[src/rtl/keypad_scan_chatter_check_core_assert.svh]
// Assertion helpers used by the keypad scan RTL.
`ifndef KEYPAD_SCAN_CHATTER_CHECK_CORE_ASSERT_SVH
`define KEYPAD_SCAN_CHATTER_CHECK_CORE_ASSERT_SVH

// Consequent must hold in the same cycle as the antecedent.
`define KSCC_ASSERT_NOW(lbl, clk, rstn, ante, cons) \
    lbl: assert property (@(posedge clk) disable iff (!rstn) (ante) |-> (cons)) \
        else $error("keypad scan check failed");

// Consequent must hold in the cycle after the antecedent.
`define KSCC_ASSERT_NEXT(lbl, clk, rstn, ante, cons) \
    lbl: assert property (@(posedge clk) disable iff (!rstn) (ante) |=> (cons)) \
        else $error("keypad scan check failed");

`endif

[src/rtl/kscc_pkg.sv]
package kscc_pkg;

    localparam int PIN_W   = 5;
    localparam int DRIVE_W = 2;
    localparam int KEY_W   = 9;
    localparam int CFG_W   = 16;
    localparam int CIDX_W  = 2;
    localparam int PHASE_W = 2;

    // configuration register indexes
    localparam logic [CIDX_W-1:0] REG_SETTLE_TICKS   = 2'd0;
    localparam logic [CIDX_W-1:0] REG_STABLE_SAMPLES = 2'd1;
    localparam logic [CIDX_W-1:0] REG_MULTI_MODE     = 2'd2;

    localparam logic [CFG_W-1:0] SETTLE_RESET = 16'h1000;
    localparam logic [CFG_W-1:0] STABLE_RESET = 16'd500;

    // scan phases
    localparam logic [PHASE_W-1:0] PH_ALL_SETTLE = 2'd0;
    localparam logic [PHASE_W-1:0] PH_STABLE     = 2'd1;
    localparam logic [PHASE_W-1:0] PH_LINE0      = 2'd2;
    localparam logic [PHASE_W-1:0] PH_LINE1      = 2'd3;

    localparam logic [DRIVE_W-1:0] DRIVE_ALL   = 2'd3;
    localparam logic [DRIVE_W-1:0] DRIVE_LINE0 = 2'd1;
    localparam logic [DRIVE_W-1:0] DRIVE_LINE1 = 2'd2;

    localparam logic [KEY_W-1:0] KEY_NONE     = 9'd0;
    localparam logic [KEY_W-1:0] KEY_EXTRA    = 9'd9;
    localparam logic [KEY_W-1:0] LINE1_OFFSET = 9'd4;

    typedef struct packed {
        logic [CFG_W-1:0] settle_ticks;
        logic [CFG_W-1:0] stable_samples;
        logic             multi_mode;
    } scan_cfg_t;

    typedef struct packed {
        logic [DRIVE_W-1:0] drive_lines;
        logic               result_valid;
        logic [KEY_W-1:0]   key_value;
    } scan_result_t;

    // column number 1..4 for exactly one pressed column, else 0
    function automatic logic [2:0] one_hot_code(input logic [3:0] cols);
        logic [2:0] code;
        begin
            unique case (cols)
                4'b0001: code = 3'd1;
                4'b0010: code = 3'd2;
                4'b0100: code = 3'd3;
                4'b1000: code = 3'd4;
                default: code = 3'd0;
            endcase
            return code;
        end
    endfunction

endpackage

[src/rtl/keypad_scan_chatter_check_core.sv]
// Two-line keypad scanner with chatter check. Each transaction on the s_ channel is one
// pin sample (one scan tick) and yields exactly one m_ transaction carrying the scan line
// drive for that tick, a result flag and the key code or key map. One sample is taken per
// clock, sustained while m_ready stays high; its result is presented on the m_ side through
// the input register and then the result register around the phase and counter update.
// With m_ready held low the block holds two transactions before s_ready drops. Configuration
// writes on cfg_wr_en take effect from the next cycle and are meant for idle periods.
module keypad_scan_chatter_check_core #(
    parameter int COUNTER_BITS = 16
) (
    input  logic                             aclk,
    input  logic                             aresetn,

    input  logic                             s_valid,
    output logic                             s_ready,
    input  logic [kscc_pkg::PIN_W-1:0]       s_pin_sample,

    output logic                             m_valid,
    input  logic                             m_ready,
    output logic [kscc_pkg::DRIVE_W-1:0]     m_drive_lines,
    output logic                             m_result_valid,
    output logic [kscc_pkg::KEY_W-1:0]       m_key_value,

    input  logic                             cfg_wr_en,
    input  logic [kscc_pkg::CIDX_W-1:0]      cfg_index,
    input  logic [kscc_pkg::CFG_W-1:0]       cfg_wdata
);

    kscc_pkg::scan_cfg_t    cfg;
    kscc_pkg::scan_result_t step_res;

    logic                         in_valid_reg, in_valid_next;
    logic [kscc_pkg::PIN_W-1:0]   in_pins_reg;
    logic                         out_valid_reg, out_valid_next;
    kscc_pkg::scan_result_t       out_res_reg;
    logic                         step;
    logic                         s_take;

    // the held sample advances whenever the result register is free or draining
    assign step    = in_valid_reg && (!out_valid_reg || m_ready);
    assign s_ready = !in_valid_reg || step;
    assign s_take  = s_valid && s_ready;

    always_comb begin
        in_valid_next = in_valid_reg;
        if (s_take) begin
            in_valid_next = 1'b1;
        end else if (step) begin
            in_valid_next = 1'b0;
        end
        out_valid_next = out_valid_reg;
        if (step) begin
            out_valid_next = 1'b1;
        end else if (m_ready) begin
            out_valid_next = 1'b0;
        end
    end

    always_ff @(posedge aclk) begin
        if (!aresetn) begin
            in_valid_reg  <= 1'b0;
            out_valid_reg <= 1'b0;
        end else begin
            in_valid_reg  <= in_valid_next;
            out_valid_reg <= out_valid_next;
        end
    end

    always_ff @(posedge aclk) begin
        if (s_take) begin
            in_pins_reg <= s_pin_sample;
        end
        if (step) begin
            out_res_reg <= step_res;
        end
    end

    kscc_cfg u_cfg (
        .aclk      (aclk),
        .aresetn   (aresetn),
        .cfg_wr_en (cfg_wr_en),
        .cfg_index (cfg_index),
        .cfg_wdata (cfg_wdata),
        .cfg       (cfg)
    );

    kscc_scan #(
        .COUNTER_BITS (COUNTER_BITS)
    ) u_scan (
        .aclk    (aclk),
        .aresetn (aresetn),
        .step    (step),
        .pins    (in_pins_reg),
        .cfg     (cfg),
        .res     (step_res)
    );

    assign m_valid        = out_valid_reg;
    assign m_drive_lines  = out_res_reg.drive_lines;
    assign m_result_valid = out_res_reg.result_valid;
    assign m_key_value    = out_res_reg.key_value;

endmodule

[src/rtl/kscc_cfg.sv]
module kscc_cfg (
    input  logic                            aclk,
    input  logic                            aresetn,
    input  logic                            cfg_wr_en,
    input  logic [kscc_pkg::CIDX_W-1:0]     cfg_index,
    input  logic [kscc_pkg::CFG_W-1:0]      cfg_wdata,
    output kscc_pkg::scan_cfg_t             cfg
);

    kscc_pkg::scan_cfg_t cfg_reg;
    kscc_pkg::scan_cfg_t cfg_next;

    always_comb begin
        cfg_next = cfg_reg;
        if (cfg_wr_en) begin
            unique case (cfg_index)
                kscc_pkg::REG_SETTLE_TICKS:   cfg_next.settle_ticks   = cfg_wdata;
                kscc_pkg::REG_STABLE_SAMPLES: cfg_next.stable_samples = cfg_wdata;
                kscc_pkg::REG_MULTI_MODE:     cfg_next.multi_mode     = cfg_wdata[0];
                default:                      cfg_next                = cfg_reg;
            endcase
        end
    end

    always_ff @(posedge aclk) begin
        if (!aresetn) begin
            cfg_reg.settle_ticks   <= kscc_pkg::SETTLE_RESET;
            cfg_reg.stable_samples <= kscc_pkg::STABLE_RESET;
            cfg_reg.multi_mode     <= 1'b0;
        end else begin
            cfg_reg <= cfg_next;
        end
    end

    assign cfg = cfg_reg;

endmodule

[src/rtl/kscc_scan.sv]
`include "keypad_scan_chatter_check_core_assert.svh"

module kscc_scan #(
    parameter int COUNTER_BITS = 16
) (
    input  logic                          aclk,
    input  logic                          aresetn,
    input  logic                          step,
    input  logic [kscc_pkg::PIN_W-1:0]    pins,
    input  kscc_pkg::scan_cfg_t           cfg,
    output kscc_pkg::scan_result_t        res
);

    logic [kscc_pkg::PHASE_W-1:0] phase_reg, phase_next;
    logic [COUNTER_BITS-1:0]      tick_reg, tick_next;
    logic [kscc_pkg::PIN_W-1:0]   ref_reg, ref_next;
    logic [kscc_pkg::PIN_W-1:0]   line0_reg, line0_next;

    logic [COUNTER_BITS-1:0] settle_lim;
    logic [COUNTER_BITS-1:0] stable_lim;
    logic [COUNTER_BITS-1:0] tick_inc;
    logic                    settle_over;
    logic [3:0]              cols0, cols1;
    logic                    extra;
    logic [2:0]              code0, code1;

    // config value clipped to the counter range
    function automatic logic [COUNTER_BITS-1:0] sat_lim(input logic [kscc_pkg::CFG_W-1:0] v);
        logic [31:0] w;
        begin
            w = 32'(v);
            if ((w >> COUNTER_BITS) != 32'd0) begin
                return '1;
            end
            return w[COUNTER_BITS-1:0];
        end
    endfunction

    assign settle_lim  = sat_lim(cfg.settle_ticks);
    assign stable_lim  = sat_lim(cfg.stable_samples);
    assign tick_inc    = tick_reg + COUNTER_BITS'(1);
    assign settle_over = (tick_reg >= settle_lim);

    assign cols0 = ~line0_reg[4:1];
    assign cols1 = ~pins[4:1];
    assign extra = ~line0_reg[0];
    assign code0 = kscc_pkg::one_hot_code(cols0);
    assign code1 = kscc_pkg::one_hot_code(cols1);

    always_comb begin
        phase_next       = phase_reg;
        tick_next        = tick_reg;
        ref_next         = ref_reg;
        line0_next       = line0_reg;
        res.drive_lines  = kscc_pkg::DRIVE_ALL;
        res.result_valid = 1'b0;
        res.key_value    = kscc_pkg::KEY_NONE;
        unique case (phase_reg)
            kscc_pkg::PH_STABLE: begin
                if (pins != ref_reg) begin
                    // chatter: abort with an empty result
                    res.result_valid = 1'b1;
                    phase_next       = kscc_pkg::PH_ALL_SETTLE;
                    tick_next        = '0;
                end else if (tick_inc >= stable_lim) begin
                    phase_next = kscc_pkg::PH_LINE0;
                    tick_next  = '0;
                end else begin
                    tick_next = tick_inc;
                end
            end
            kscc_pkg::PH_LINE0: begin
                res.drive_lines = kscc_pkg::DRIVE_LINE0;
                if (settle_over) begin
                    tick_next  = '0;
                    line0_next = pins;
                    phase_next = kscc_pkg::PH_LINE1;
                end else begin
                    tick_next = tick_inc;
                end
            end
            kscc_pkg::PH_LINE1: begin
                res.drive_lines = kscc_pkg::DRIVE_LINE1;
                if (settle_over) begin
                    tick_next        = '0;
                    res.result_valid = 1'b1;
                    phase_next       = kscc_pkg::PH_ALL_SETTLE;
                    priority if (cfg.multi_mode) begin
                        res.key_value = {extra, cols1, cols0};
                    end else if (code1 != 3'd0) begin
                        res.key_value = kscc_pkg::KEY_W'(code1) + kscc_pkg::LINE1_OFFSET;
                    end else if (extra) begin
                        res.key_value = kscc_pkg::KEY_EXTRA;
                    end else begin
                        res.key_value = kscc_pkg::KEY_W'(code0);
                    end
                end else begin
                    tick_next = tick_inc;
                end
            end
            default: begin
                if (settle_over) begin
                    tick_next  = '0;
                    ref_next   = pins;
                    phase_next = (stable_lim == '0) ? kscc_pkg::PH_LINE0
                                                    : kscc_pkg::PH_STABLE;
                end else begin
                    tick_next = tick_inc;
                end
            end
        endcase
    end

    always_ff @(posedge aclk) begin
        if (!aresetn) begin
            phase_reg <= kscc_pkg::PH_ALL_SETTLE;
            tick_reg  <= '0;
            ref_reg   <= '0;
            line0_reg <= '0;
        end else if (step) begin
            phase_reg <= phase_next;
            tick_reg  <= tick_next;
            ref_reg   <= ref_next;
            line0_reg <= line0_next;
        end
    end

    `KSCC_ASSERT_NOW(a_idle_key_zero, aclk, aresetn, !res.result_valid, res.key_value == kscc_pkg::KEY_NONE)
    `KSCC_ASSERT_NEXT(a_chatter_restart, aclk, aresetn, step && phase_reg == kscc_pkg::PH_STABLE && pins != ref_reg, phase_reg == kscc_pkg::PH_ALL_SETTLE && tick_reg == '0)
    `KSCC_ASSERT_NEXT(a_line0_capture, aclk, aresetn, step && phase_reg == kscc_pkg::PH_LINE0 && settle_over, phase_reg == kscc_pkg::PH_LINE1 && tick_reg == '0 && line0_reg == $past(pins))

endmodule
[config.mk]
export PLATFORM = sky130hd
export DESIGN_NAME = keypad_scan_chatter_check_core
export DESIGN_NICKNAME = d
export VERILOG_FILES = /design/src/rtl/kscc_pkg.sv /design/src/rtl/keypad_scan_chatter_check_core.sv /design/src/rtl/kscc_cfg.sv /design/src/rtl/kscc_scan.sv
export VERILOG_INCLUDE_DIRS = /design/src /design/src/rtl
export SDC_FILE = /design/constraint.sdc
export NUM_CORES = 1
export LEC_CHECK = 0
export ABC_CLOCK_PERIOD_IN_PS = 6810
export BUFFER_PORTS_ARGS = -buffer_cell sky130_fd_sc_hd__clkbuf_2
export CAP_MARGIN = 5
export CORE_MARGIN = 2
export CORE_UTILIZATION = 56
export DETAILED_ROUTE_END_ITERATION = 7
export PLACE_DENSITY = 0.75
export SLEW_MARGIN = 15
export SYNTH_ARGS = -nofsm -noshare
export SYNTH_HDL_FRONTEND = slang
export SYNTH_HIERARCHICAL = 1
export SYNTH_SLANG_ARGS = --single-unit
export TNS_END_PERCENT = 100
[constraint.sdc]
create_clock -name aclk -period 6.81 [get_ports aclk]
set_input_delay 1.362 -clock aclk [delete_from_list [all_inputs] [get_ports aclk]]
set_output_delay 1.362 -clock aclk [all_outputs]
set_load 0.005 [all_outputs]
Yosys cells after proc, flatten, opt, wreduce, memory -nomap -nowiden
Cells that the tools add are included.

Divide/modulo/power cells: 0. Multiplexer cells: 24. Add/sub/neg operators: 2. $lt $le $gt $ge: 2. Reductions and logical operators: 20. Eq/ne operators: 17. Multiply operators: 0. Bitwise operators: 4. Shifts and indexed selects: 0.

Operators by type and width (number): $mux 16 (4); $ge 16x16->1 (2); $pmux 3 s4 (2); $mux 9 (2); $add 16x1->16 const B (1); $logic_not 16->1 (1); $mux 2 (6); $mux 10 (1); $eq 4x1->1 const B (2); $eq 4x2->1 const B (2); $eq 4x3->1 const B (2); $eq 4x4->1 const B (2); $not 4->4 (2); $reduce_and 2->1 (4); $eq 2x2->1 const B (3); $pmux 2 s3 (1); $reduce_and 3->1 (2); $reduce_bool 2->1 (3); $mux 1 (5); $ne 5x5->1 (1); $reduce_and 5->1 (1); $add 3x3->4 const B (1); $eq 2x1->1 const B (2); $mux 4 (1); 11 further kinds (16).

Word-level logic and storage cells: 82. Output and inout bits: 14. Memory bits (writable): 0. Bits of input ports: 28. Bits in registers: 80. Bits in latches: 0. Memories: 0. ROM bits: 0.

Logic depth before layout (Yosys ltp)
Depth in word-level cells: 8. Gate-level depth with buffers: 14. Mapped depth without buffers: 12.

Cells and area by module
Netlist, hierarchy kept.

Modules (own cells, without submodules): kscc_scan (instances 1, area an instance 2695.1 um^2, sequential area each 560.5 um^2, cells an instance 355); kscc_cfg (instances 1, area an instance 1368.8 um^2, sequential area each 660.6 um^2, cells an instance 136); keypad_scan_chatter_check_core (instances 1, area an instance 614.3 um^2, sequential area each 550.5 um^2, cells an instance 26).

Worst setup path before layout
No wires, ideal clock.

Path kind: input port to flip-flop. Start: input port m_ready. End: register u_scan/line0_reg[0] in the netlist's numbering. Slack: 3.497 ns. Required time: 6.738 ns. Cell stages on the path: 5. Arrival: 3.241 ns. Setup time: 0.072 ns. Path buffers: 0. Cells stage by stage: nor2b_4 nor2b_1 clkinv_1 nor3b_4 mux2i_1.

Word-level cells in the longest chain between the ends: 3.

Ends and longest elaborated chain: start: declaration (RTL line keypad_scan_chatter_check_core.sv:19) `input logic m_ready,`; $logic_or 1x1->1 (RTL line keypad_scan_chatter_check_core.sv:40) `assign step = in_valid_reg && (!out_valid_reg || m_ready);`; $logic_and 1x1->1 (RTL line keypad_scan_chatter_check_core.sv:40); $reduce_and 3->1 (no source line); end signal: assignment (RTL line kscc_scan.sv:124) `line0_reg <= line0_next;`; end: declaration (RTL line kscc_scan.sv:17) `logic [kscc_pkg::PIN_W-1:0] line0_reg, line0_next;`.

Every way passes these cells. A chain may end at the register's enable or synchronous reset.

Final worst setup path
Start: register u_scan.tick_reg[1]. End: register u_scan.tick_reg[13].

Word-level cells in the longest chain between the ends: 5. Elaborated cells on any way between the ends: 7. Classes of those cells: 1 x add/sub; 2 x order compare; 4 x mux.

Ends and longest elaborated chain: start: declaration (RTL line kscc_scan.sv:15) `logic [COUNTER_BITS-1:0] tick_reg, tick_next;`; start signal: assignment (RTL line kscc_scan.sv:122) `tick_reg <= tick_next;`; $add 16x1->16 (RTL line kscc_scan.sv:41) `assign tick_inc = tick_reg + COUNTER_BITS'(1);`; $ge 16x16->1 (RTL line kscc_scan.sv:65) `end else if (tick_inc >= stable_lim) begin`; $mux 16 (RTL line kscc_scan.sv:65); $mux 16 (RTL line kscc_scan.sv:60) `if (pins != ref_reg) begin`; $mux 16 (*).

Mark *: on every way between the ends. The rest lies on a longest branch, timed or not.

==> impl_metrics.yaml <==
run_status:
  status: "finished clean"
synth:
  synth_top_area_cell: "dfxtp_1"
  synth_compound_area_share_pct: 12.41
  synth_top_family_by_area: "simple AND/OR/NAND/NOR gates"
  avgSynthCellArea_um2: 9.049
  synth_area_leaders: "dfxtp_1, edfxtp_1, ha_1"
  async_reset_ff_share_pct: 0
  netlist.area_leader.share_pct: 26.96
  synth_area_um2: 4678
  yosysSeqAreaShare_pct: 37.87
  synth_edf_count: 17
  synthSimpleGateAreaFrac_pct: 22.04
  ys.flop_type: "dfxtp_1"
  postSynthCellCount: 517
  yosysWarningCount: 6
  synth_xor_area_share_pct: 3.932
  synthDistinctLibCells: 61
  ys_seq_elements: 80
  synthMuxAreaShare_pct: 7.917
  syn_nets: 578
  synth_fa_ha_area_share_pct: 8.826
critical_path:
  cpLargestDelayFamily: "simple AND/OR/NAND/NOR gates"
  start_kind: "flop"
  cp_cell_sequence: "ha_1, nand3_1, nor3b_1, nand3_1, xnor2_1, ha_1, nand4_1, nor4_1, and4bb_2, or2_4, a32o_1"
  crit_buf_inv: 0
  crit_path_end_kind: "flop"
  critical_path_arrival_ns: 3.86
  slowest_delay_ns: 0.59
  cp_max_fo: 14
  critical_path_class: "reg2reg"
  worstPathRequired_ns: 7.05
  cpMaxStageDelayCell: "nor3b_1"
global_routing:
  grt_overflow: 0
  grt_pass1_vias: 3587
  grt_max_degree: 92
  track_usage_pct: 23.93
  grt_pass1_wl_um: 17040
  antenna_found_initial: 0
clocking:
  cts_tree: "yes"
  h-tree-depth: 3
  cts_sinks: 80
  root_buffer: "clkbuf_8"
  cts_buffers: 9
  path_clk_slew_ns: 0.08
  cts_buffer_depth: 2
  ctsResizeCount: 0
  cts_setup_buffers: 0
  clk_latency_ns: 0.35
  ctsHoldBuffers: 0
pwr:
  p_leak_nw: 2.142
  ir_worst_vdd_mv: 0.1165
  powerDensity_nw_per_um2: 185.6
route:
  routed-via-count: 3784
  wl_per_cell_um: 15.55
  drt_iter0_drc: 260
  via_per_inst: 5.786
  route.detailed.drc: 0
  postRouteAntennaNets: 0
  firstDrtPassIters: 5
  wl_um: 10170
layout:
  final_cell_mix: "nand2_1, dfxtp_1, inv_1"
  largest_reg_flops: 33
  n_fill_cell: 720
  final_common_cell: "nand2_1"
  multi_input_area_um2: 2581
  drive_gt1_share_pct: 14.03
  register_area_um2: 1772
  syn2layout_area_growth_pct: 8.264
  nets: 605
  antenna_cells: 0
sta:
  period_needed_ns: 3.620
  clock_skew_ns: 0.007618
  post-route-period-util_pct: 53.15
  relSlewSlack_pct: 37.47
  slew_viol_final: 0
  max_freq_mhz: 276.3
  setup_ws_ns: 3.190
  rsz0062_at_grt: "false"
  fin_tns_setup_ns: 0
  setup_viol_count_final: 0
  final_hold_viol_count: 0
  tightest_slew_ns: 0.9380
min_path:
  hp-class: "reg2reg"
place:
  place.gp.congestion: 0.9156
  portBuffers: 41
  place_hpwl_um: 7349
  dp_worst_setup_slack_ns: 3.207
floorplan:
  start_util_pct: 57.22
  ioPinCount: 42
  dieHeight_um: 95.40
  dieArea_um2: 9101
  design.core.area_um2: 8175
  core.rowCount: 33
  die_w_um: 95.40
flow_run:
  max-cap-violations: 0
==> synthesized netlist by cell type, types with 2 or more instances <==
master,count
nand2_1,84
dfxtp_1,63
inv_1,43
mux2i_1,37
ha_1,33
nor2_1,24
a21oi_1,20
clkbuf_1,18
edfxtp_1,17
nand3_1,17
nor2b_1,12
xnor2_1,11
nand4_1,10
o21ai_0,10
xor2_1,10
a21boi_0,8
nand4b_1,7
nor4_1,7
o22ai_1,7
and3_1,6
o211ai_1,6
o211ai_2,6
nand2b_1,5
a32o_1,4
buf_6,4
a2111oi_0,3
a211oi_1,3
and4b_1,3
buf_2,3
and2_1,2
buf_4,2
nor3b_1,2
o21a_1,2
==> area by class of cell <==
class,instances,area share (%)
clock buffer,10,2.520
clock inverter,6,1.186
inverter,44,3.261
multi-input combinational,365,50.96
sequential,80,34.98
tap,105,2.594
timing repair buffer,44,4.496
==> kinds of logic (layout without fill, tap and decap cells) <==
family | after synthesis | after routing
buf+inv | 72 | 104
fa+ha+maj | 33 | 33
compound gates | 80 | 80
xor+xnor | 21 | 21
mux | 37 | 37
flops | 80 | 80
simple gates | 194 | 194
==> metrics by stage <==
step	total power [mW]	instance area (µm²)	utilization, %	hold WS [ns]	instances
5_1_grt	0.9771	5065	61.95	0.4818	654
2_1_floorplan	0.5800	4678	-	0.4347	517
3_3_place_gp	0.6018	4877	59.66	0.4437	638
3_5_place_dp	0.6052	4877	59.66	0.4511	638
4_1_cts	0.9439	5065	61.95	0.4654	654
6_report	0.9399	5065	61.95	0.4628	654
==> final timing paths <==
path / from / cells past startpoint / end / slack [ns]
max: u_scan/tick_reg[1] / 11 / u_scan/tick_reg[13] / 3.19
min: u_cfg/cfg[20] / 2 / u_cfg/cfg[20] / 0.46
max reg2reg: u_scan/tick_reg[1] / 11 / u_scan/tick_reg[13] / 3.19
min reg2reg: u_cfg/cfg[20] / 2 / u_cfg/cfg[20] / 0.46
==> where the power goes <==
group | leakage [nW] | switching, mW | internal, mW
combinational | 1.38 | 0.0500 | 0.0354
clock | 0.0941 | 0.177 | 0.168
sequential | 0.670 | 0.0133 | 0.496
total | 2.14 | 0.240 | 0.700
==> metal layers <==
metal	routed length [µm]	GRT usage, %
met4	167	8.214
met5	0	0
met3	512	3.083
met2	4818	37.73
met1	4669	33.97
==> worst reg2reg max path: stages (launching register included) <==
cell	delay, ns
dfxtp_1	0.40
ha_1	0.25
nand3_1	0.24
nor3b_1	0.60
nand3_1	0.17
xnor2_1	0.19
ha_1	0.31
nand4_1	0.15
nor4_1	0.28
and4bb_2	0.39
or2_4	0.30
a32o_1	0.25
Note: power is estimated with default switching activity, not from simulation.
